## src/scba_pkg.sv

```systemverilog
`timescale 1ns / 1ps

package scba_pkg;

    localparam int SMALL_BLOCKS_DEF  = 256;
    localparam int MEDIUM_BLOCKS_DEF = 64;
    localparam int LARGE_BLOCKS_DEF  = 16;
    localparam int CACHE_DEPTH_DEF   = 16;

    localparam int ACT_W     = 3;
    localparam int DATA_W    = 32;
    localparam int SEL_W     = 5;
    localparam int STATUS_W  = 4;
    localparam int CLS_W     = 2;
    localparam int LOG2_W    = 5;
    localparam int CFG_IDX_W = 3;
    localparam int NUM_STATS = 11;

    localparam logic [ACT_W-1:0] ACT_ALLOC = 3'd0;
    localparam logic [ACT_W-1:0] ACT_FREE  = 3'd1;
    localparam logic [ACT_W-1:0] ACT_DRAIN = 3'd2;
    localparam logic [ACT_W-1:0] ACT_READ  = 3'd3;
    localparam logic [ACT_W-1:0] ACT_CLEAR = 3'd4;

    localparam logic [STATUS_W-1:0] ST_CACHE_GRANT = 4'd0;
    localparam logic [STATUS_W-1:0] ST_LIST_GRANT  = 4'd1;
    localparam logic [STATUS_W-1:0] ST_USE_SYSTEM  = 4'd2;
    localparam logic [STATUS_W-1:0] ST_TO_CACHE    = 4'd3;
    localparam logic [STATUS_W-1:0] ST_TO_LIST     = 4'd4;
    localparam logic [STATUS_W-1:0] ST_TO_SYSTEM   = 4'd5;
    localparam logic [STATUS_W-1:0] ST_IGNORED     = 4'd6;
    localparam logic [STATUS_W-1:0] ST_STAT        = 4'd7;
    localparam logic [STATUS_W-1:0] ST_DRAINED     = 4'd8;
    localparam logic [STATUS_W-1:0] ST_LIST_OVF    = 4'd9;

    localparam logic [CLS_W-1:0] CLS_SMALL  = 2'd0;
    localparam logic [CLS_W-1:0] CLS_MEDIUM = 2'd1;
    localparam logic [CLS_W-1:0] CLS_LARGE  = 2'd2;
    localparam logic [CLS_W-1:0] CLS_NONE   = 2'd3;

    localparam logic [CFG_IDX_W-1:0] CFG_ENABLE      = 3'd0;
    localparam logic [CFG_IDX_W-1:0] CFG_SMALL_BASE  = 3'd1;
    localparam logic [CFG_IDX_W-1:0] CFG_MEDIUM_BASE = 3'd2;
    localparam logic [CFG_IDX_W-1:0] CFG_LARGE_BASE  = 3'd3;
    localparam logic [CFG_IDX_W-1:0] CFG_SMALL_LOG2  = 3'd4;
    localparam logic [CFG_IDX_W-1:0] CFG_MEDIUM_LOG2 = 3'd5;
    localparam logic [CFG_IDX_W-1:0] CFG_LARGE_LOG2  = 3'd6;

    localparam logic [DATA_W-1:0] RST_SMALL_BASE  = 32'h0001_0000;
    localparam logic [DATA_W-1:0] RST_MEDIUM_BASE = 32'h0002_0000;
    localparam logic [DATA_W-1:0] RST_LARGE_BASE  = 32'h0004_0000;
    localparam logic [LOG2_W-1:0] RST_SMALL_LOG2  = 5'd6;
    localparam logic [LOG2_W-1:0] RST_MEDIUM_LOG2 = 5'd8;
    localparam logic [LOG2_W-1:0] RST_LARGE_LOG2  = 5'd10;

    localparam logic [SEL_W-1:0] SEL_LIST0  = 5'd11;
    localparam logic [SEL_W-1:0] SEL_CACHE0 = 5'd14;
    localparam logic [SEL_W-1:0] SEL_END    = 5'd17;

    localparam int STAT_HIT0           = 3;
    localparam int STAT_FALLBACK_ALLOC = 6;
    localparam int STAT_FREE0          = 7;
    localparam int STAT_FALLBACK_FREE  = 10;

    typedef struct packed {
        logic             load_in;
        logic             decode;
        logic             exec;
        logic             drain_rd;
        logic             drain_wr;
        logic             drain_done;
        logic [CLS_W-1:0] drain_cls;
    } t_cmd;

    typedef struct packed {
        logic out_free;
        logic drain_go;
        logic drain_empty;
    } t_sts;

endpackage

```

## src/scba_ctrl.sv

```systemverilog
`timescale 1ns / 1ps

module scba_ctrl (
    input  logic             i_clk,
    input  logic             i_rst_n,
    input  logic             i_req_valid,
    output logic             o_req_ready,
    input  scba_pkg::t_sts   i_sts,
    output scba_pkg::t_cmd   o_cmd
);

    typedef enum logic [2:0] {
        S_IDLE,
        S_DECODE,
        S_EXEC,
        S_DRAIN_RD,
        S_DRAIN_WR
    } t_state;

    t_state                          r_state;
    logic [scba_pkg::CLS_W-1:0]      r_dcls;
    logic                            exec_fin;
    logic                            drain_fin;
    logic                            accept;

    always_comb begin
        exec_fin  = (r_state == S_EXEC) && i_sts.out_free && !i_sts.drain_go;
        drain_fin = (r_state == S_DRAIN_RD) && i_sts.drain_empty &&
                    (r_dcls == scba_pkg::CLS_LARGE) && i_sts.out_free;
        o_req_ready = (r_state == S_IDLE) || exec_fin || drain_fin;
        accept      = o_req_ready && i_req_valid;

        o_cmd.load_in    = accept;
        o_cmd.decode     = (r_state == S_DECODE);
        o_cmd.exec       = exec_fin;
        o_cmd.drain_rd   = (r_state == S_DRAIN_RD) && !i_sts.drain_empty;
        o_cmd.drain_wr   = (r_state == S_DRAIN_WR);
        o_cmd.drain_done = drain_fin;
        o_cmd.drain_cls  = r_dcls;
    end

    always_ff @(posedge i_clk) begin
        if (!i_rst_n) begin
            r_state <= S_IDLE;
            r_dcls  <= scba_pkg::CLS_SMALL;
        end else begin
            unique case (r_state)
                S_IDLE: begin
                    if (accept) r_state <= S_DECODE;
                end
                S_DECODE: begin
                    r_dcls  <= scba_pkg::CLS_SMALL;
                    r_state <= S_EXEC;
                end
                S_EXEC: begin
                    if (i_sts.drain_go) r_state <= S_DRAIN_RD;
                    else if (exec_fin) r_state <= accept ? S_DECODE : S_IDLE;
                end
                S_DRAIN_RD: begin
                    if (!i_sts.drain_empty) r_state <= S_DRAIN_WR;
                    else if (r_dcls != scba_pkg::CLS_LARGE) r_dcls <= r_dcls + 2'd1;
                    else if (i_sts.out_free) r_state <= accept ? S_DECODE : S_IDLE;
                end
                S_DRAIN_WR: begin
                    r_state <= S_DRAIN_RD;
                end
                default: begin
                    r_state <= S_IDLE;
                end
            endcase
        end
    end

endmodule

```

## config.mk

```make
export PLATFORM = sky130hd
export DESIGN_NAME = scba_ctrl
export DESIGN_NICKNAME = d
export VERILOG_FILES = /design/src/scba_pkg.sv /design/src/scba_ctrl.sv
export SDC_FILE = /design/constraint.sdc
export NUM_CORES = 1
export LEC_CHECK = 0
export BUFFER_PORTS_ARGS = -buffer_cell sky130_fd_sc_hd__buf_2
export CORE_AREA = 5 5 42 44
export CTS_CLUSTER_DIAMETER = 100
export DETAILED_ROUTE_END_ITERATION = 8
export DIE_AREA = 0 0 47 49
export HOLD_SLACK_MARGIN = 0.12
export MAX_ROUTING_LAYER = met4
export PLACE_DENSITY = 0.65
export SKIP_LAST_GASP = 1
export SYNTH_ARGS = -nofsm -noshare
export SYNTH_HDL_FRONTEND = slang
export SYNTH_SLANG_ARGS = --single-unit
```

## constraint.sdc

```tcl
create_clock -name i_clk -period 4.35 [get_ports i_clk]
set_clock_uncertainty 0.15 [all_clocks]
set_input_delay 0.6525 -clock i_clk [delete_from_list [all_inputs] [get_ports i_clk]]
set_output_delay 0.6525 -clock i_clk [all_outputs]
set_load 0.05 [all_outputs]
```

Word-level counts from Yosys, hierarchy flattened

Index checks and enable logic that the tools add are counted.
W data, S select, Z words.

Flip-flop bits (word level): 5
Latch bits: 0
Memory bits (writable): 0
Bits in read-only memories: 0
Bits of input ports: 6
Memories kept: 0

Add/subtract/negate cells: 1
Multiply operators: 0
Divide/modulo/power cells: 0
Magnitude comparators: 0
Equality and inequality tests: 12
Shifts and indexed selects: 0
Mux-type cells: 11
Bitwise logic cells: 0
Reduce and logical (&&, ||, !) cells: 15

Operators with widths:

| kind                  | number |
|---|---|
| $mux W3               | 6 |
| $pmux W3 S5           | 1 |
| $ne A3 B3 Y1 const B  | 3 |
| $logic_and A1 B1 Y1   | 7 |
| $eq A3 B2 Y1 const B  | 2 |
| $ne A2 B2 Y1 const B  | 3 |
| $mux W2               | 2 |
| $pmux W2 S2           | 1 |
| $reduce_and A4 Y1     | 1 |
| $eq A3 B1 Y1 const B  | 1 |
| $eq A3 B3 Y1 const B  | 1 |
| $logic_not A3 Y1      | 1 |
| $reduce_and A3 Y1     | 1 |
| $add A2 B1 Y2 const B | 1 |
| $eq A2 B2 Y1 const B  | 1 |
| $logic_not A1 Y1      | 2 |
| $logic_or A1 B1 Y1    | 2 |
| $ne A2 B1 Y1 const B  | 1 |
| $reduce_bool A2 Y1    | 1 |
| $mux W1               | 1 |

Logic depth before layout (Yosys ltp)

Depth in word-level cells: 11
Depth in mapped cells: 7

Worst setup path after synthesis

OpenSTA, ideal clock, no wires.

Path kind: register -> output
Start point: register r_dcls[1] (netlist bit)
End point: output o_req_ready
Data arrival time: 1,975 ps
Setup slack: 1,573 ps
Cell stages (with the launch flop): 6
Path buffers: 0
Path through: dfxtp_1 -> ha_1 -> and2_1 -> nand4_1 -> and2_1 -> nor2_1

Longest elaborated chain between the ends: 4

RTL lines:

| item                   | line            | source |
|---|---|---|
| start, declared        | scba_ctrl.sv:21 | `logic [scba_pkg::CLS_W-1:0] r_dcls;` |
| start signal, assigned | scba_ctrl.sv:45 | `r_dcls <= scba_pkg::CLS_SMALL;` |
| start signal, assigned | scba_ctrl.sv:52 | `r_dcls <= scba_pkg::CLS_SMALL;` |
| start signal, assigned | scba_ctrl.sv:61 | `else if (r_dcls != scba_pkg::CLS_LARGE) r_dcls <= r_dcls + 2'd1;` |
| $eq A2 B2 Y1           | scba_ctrl.sv:29 | `(r_dcls == scba_pkg::CLS_LARGE) && i_sts.out_free;` |
| $logic_and A1 B1 Y1    | scba_ctrl.sv:28 | `drain_fin = (r_state == S_DRAIN_RD) && i_sts.drain_empty &&` |
| $logic_and A1 B1 Y1    | scba_ctrl.sv:29 |  |
| $logic_or A1 B1 Y1     | scba_ctrl.sv:30 | `o_req_ready = (r_state == S_IDLE) \|\| exec_fin \|\| drain_fin;` |
| end, declared          | scba_ctrl.sv:7  | `output logic o_req_ready,` |

Every way passes these cells.

==> results.yml <==
status:
  status: "completed"
power:
  pwr_density_cell_nw_per_um2: 365
  max-vdd-ir-drop_mv: 0.161
  p_total_mw: 0.179
  leakagePower_nw: 0.230
synth:
  synthFlopType: "dfxtp_1"
  ys_ff_latch: 5
  syn_inst: 53
  ys_types: 26
  async_reset_ff_share_pct: 0
  syn_area_um2: 407
  synth_nets: 60
  yosys_warnings: 0
  seq_area_frac_synth_pct: 24.6
  synth-edff-count: 0
  avgSynthCellArea_um2: 7.67
setup_path:
  worst-r2r-setup-slack_ps: 2760
  worst-setup-path-type: "reg2out"
  cp_max_fo: 4
  regToRegStartpoint: "r_dcls[0]"
  cp.required_ps: 3550
  cp-end-kind: "output pin"
  crit_arrival_ps: 1750
  start_kind: "flop"
  worstRegToRegCells: 6
  worstReg2RegEnd: "r_state[0]"
grt:
  antenna_found_initial: 0
  grt_use_total_pct: 9.10
  grt_max_degree: 14
  grt_overflow: 0
  grt_pass1_wl_um: 1540
  grt_pass1_vias: 374
drt:
  first_pass_iters: 3
  route.detailed.drc: 0
  drtAntennaViolNets: 0
  vias_per_cell: 4.71
  wire_per_inst_um: 10.7
  dr_total_vias: 386
  wirelength_um: 879
  drtIter0Drc: 5
final_layout:
  drive_gt1_share_pct: 30.3
  syn_to_final_growth_pct: 20.6
  design_area_um2: 490
  fin_nets: 74
  insertedDiodeCount: 0
clock_tree:
  cts.repair.resized: 0
  clk_pin_slew_ps: 40
  post_cts_buffers: 0
  htreeDepth: 1
  cts_sinks: 5
  clk_latency_ps: 230
  cts-root-buf: "clkbuf_4"
  clockBufferDepth: 2
  numCtsBuffers: 3
  hold_buffers: 0
  cts_tree: "done"
timing:
  max_freq_mhz: 392
  finalCriticalPeriod_ps: 2550
  slew_violations: 0
  finalSetupViolations: 0
  finalHoldViolCount: 0
  fin_crit_sh_pct: 58.7
  rsz0062_at_grt: "no"
  final.hold.worst_slack_ps: 449
  tightestPinTransition_ps: 391
  relSlewSlack_pct: 73.9
  tns_ps: 0
placed_design:
  dp_hpwl_um: 710
  portBuffers: 14
  dpl-instance-area_um2: 464
  gp_congestion: 0.721
floorplan:
  core_area_um2: 1400
  die_w_um: 47
  floorplan.initialDensity_pct: 29.0
  rows: 14
  ios: 15
  die_area_um2: 2300
  die_h_um: 49
worst_hold_path:
  hold_path_depth: 2
  hold_end: "r_dcls[0]"
  min-delay-start: "r_dcls[0]"
  min_path_type: "reg2reg"
flow_run:
  drv_cap: 0
-- critical path: stages, from the launching register on --
cell,delay (ps)
dfxtp_1,310
inv_1,80
ha_1,200
and2_1,170
nand4_1,120
and2_1,180
nor3b_1,160
buf_2,290
-- flip-flops by register name, summed over array words and instances, names as in the netlist --
name and count:
r_state 3, r_dcls 2
-- cells by family (layout without fill, tap and decap cells) --
kind of cell / after synthesis / in the layout / share of synthesized area, %
AO/OA/AOI/OAI: 11 / 11 / 18.5
adder cells (fa/ha/maj): 1 / 1 / 3.08
buffers and inverters: 7 / 20 / 9.85
flip-flops: 5 / 5 / 24.6
AND/OR/NAND/NOR: 29 / 29 / 44.0
-- worst max path at each step --
stage | startpoint | endpoint | slack [ps] | depth (start not counted)
4_1_cts | r_dcls[0] | o_cmd[7] | 1770 | 7
6_report | r_dcls[0] | o_cmd[7] | 1800 | 7
5_1_grt | r_dcls[0] | o_cmd[7] | 1630 | 7
2_1_floorplan | r_dcls[1] | o_req_ready | 1570 | 5
3_3_place_gp | i_sts[1] | o_cmd[7] | 1810 | 6
3_5_place_dp | i_sts[1] | o_cmd[7] | 1850 | 6
-- layer usage --
layer | vias to the layer above | track usage, % | wire [um] | part of all wire, %
met5 | - | - | 0 | 0
met1 | 171 | 11.0 | 409 | 47
li1 | 208 | - | - | -
met2 | 7 | 13.6 | 438 | 50
met3 | 0 | 1.48 | 30 | 3.4
met4 | 0 | 5.53 | 0 | 0
-- stage by stage --
stage / util [%] / std cells / setup slack (ps)
after global placement: 33.1 / 78 / 1810
final: 35.0 / 82 / 1800
after global routing: 35.0 / 82 / 1630
after detailed placement: 33.1 / 78 / 1850
after CTS: 35.0 / 82 / 1770
after floorplan: - / 53 / 1570
-- cell usage in the layout, fill, tap and decap left out, types with 2 or more instances in the layout --
cell and count:
o21a_1 2, clkbuf_4 3, and2_1 4, buf_2 14, a21oi_1 4, nor2_1 7, inv_1 2, nand2b_1 4
dfxtp_1 5, nor3b_1 3, nor2b_1 2
-- Yosys cell counts, drive strengths merged (2+ instances only) --
master	number	area [um2]
nor2b	3	21.3
nand3	2	15.0
a21oi	4	20.0
nor2	7	26.3
nor3b	3	22.5
dfxtp	5	100
nand2b	5	38.8
inv	2	7.51
o21a	2	15.0
buf	5	32.5
and2	4	25.0
-- power by group --
part / switching (mW) / internal [mW] / leakage [nW] / total, mW
combinational: 0.0438 / 0.0234 / 0.174 / 0.0672
clock: 0.0170 / 0.0345 / 0.0150 / 0.0516
sequential: 0.0103 / 0.0499 / 0.0407 / 0.0601
total: 0.0711 / 0.108 / 0.230 / 0.179
-- final cells by class --
type                    count  area [um2]
multi-input cells          41         267
fillers                   170         911
well taps                  16        20.0
repair buffers             14        70.1
flip-flops and latches      5         100
inverters                   2        7.51
clock buffers               4        26.3
Power figures use the tool's default switching activity.
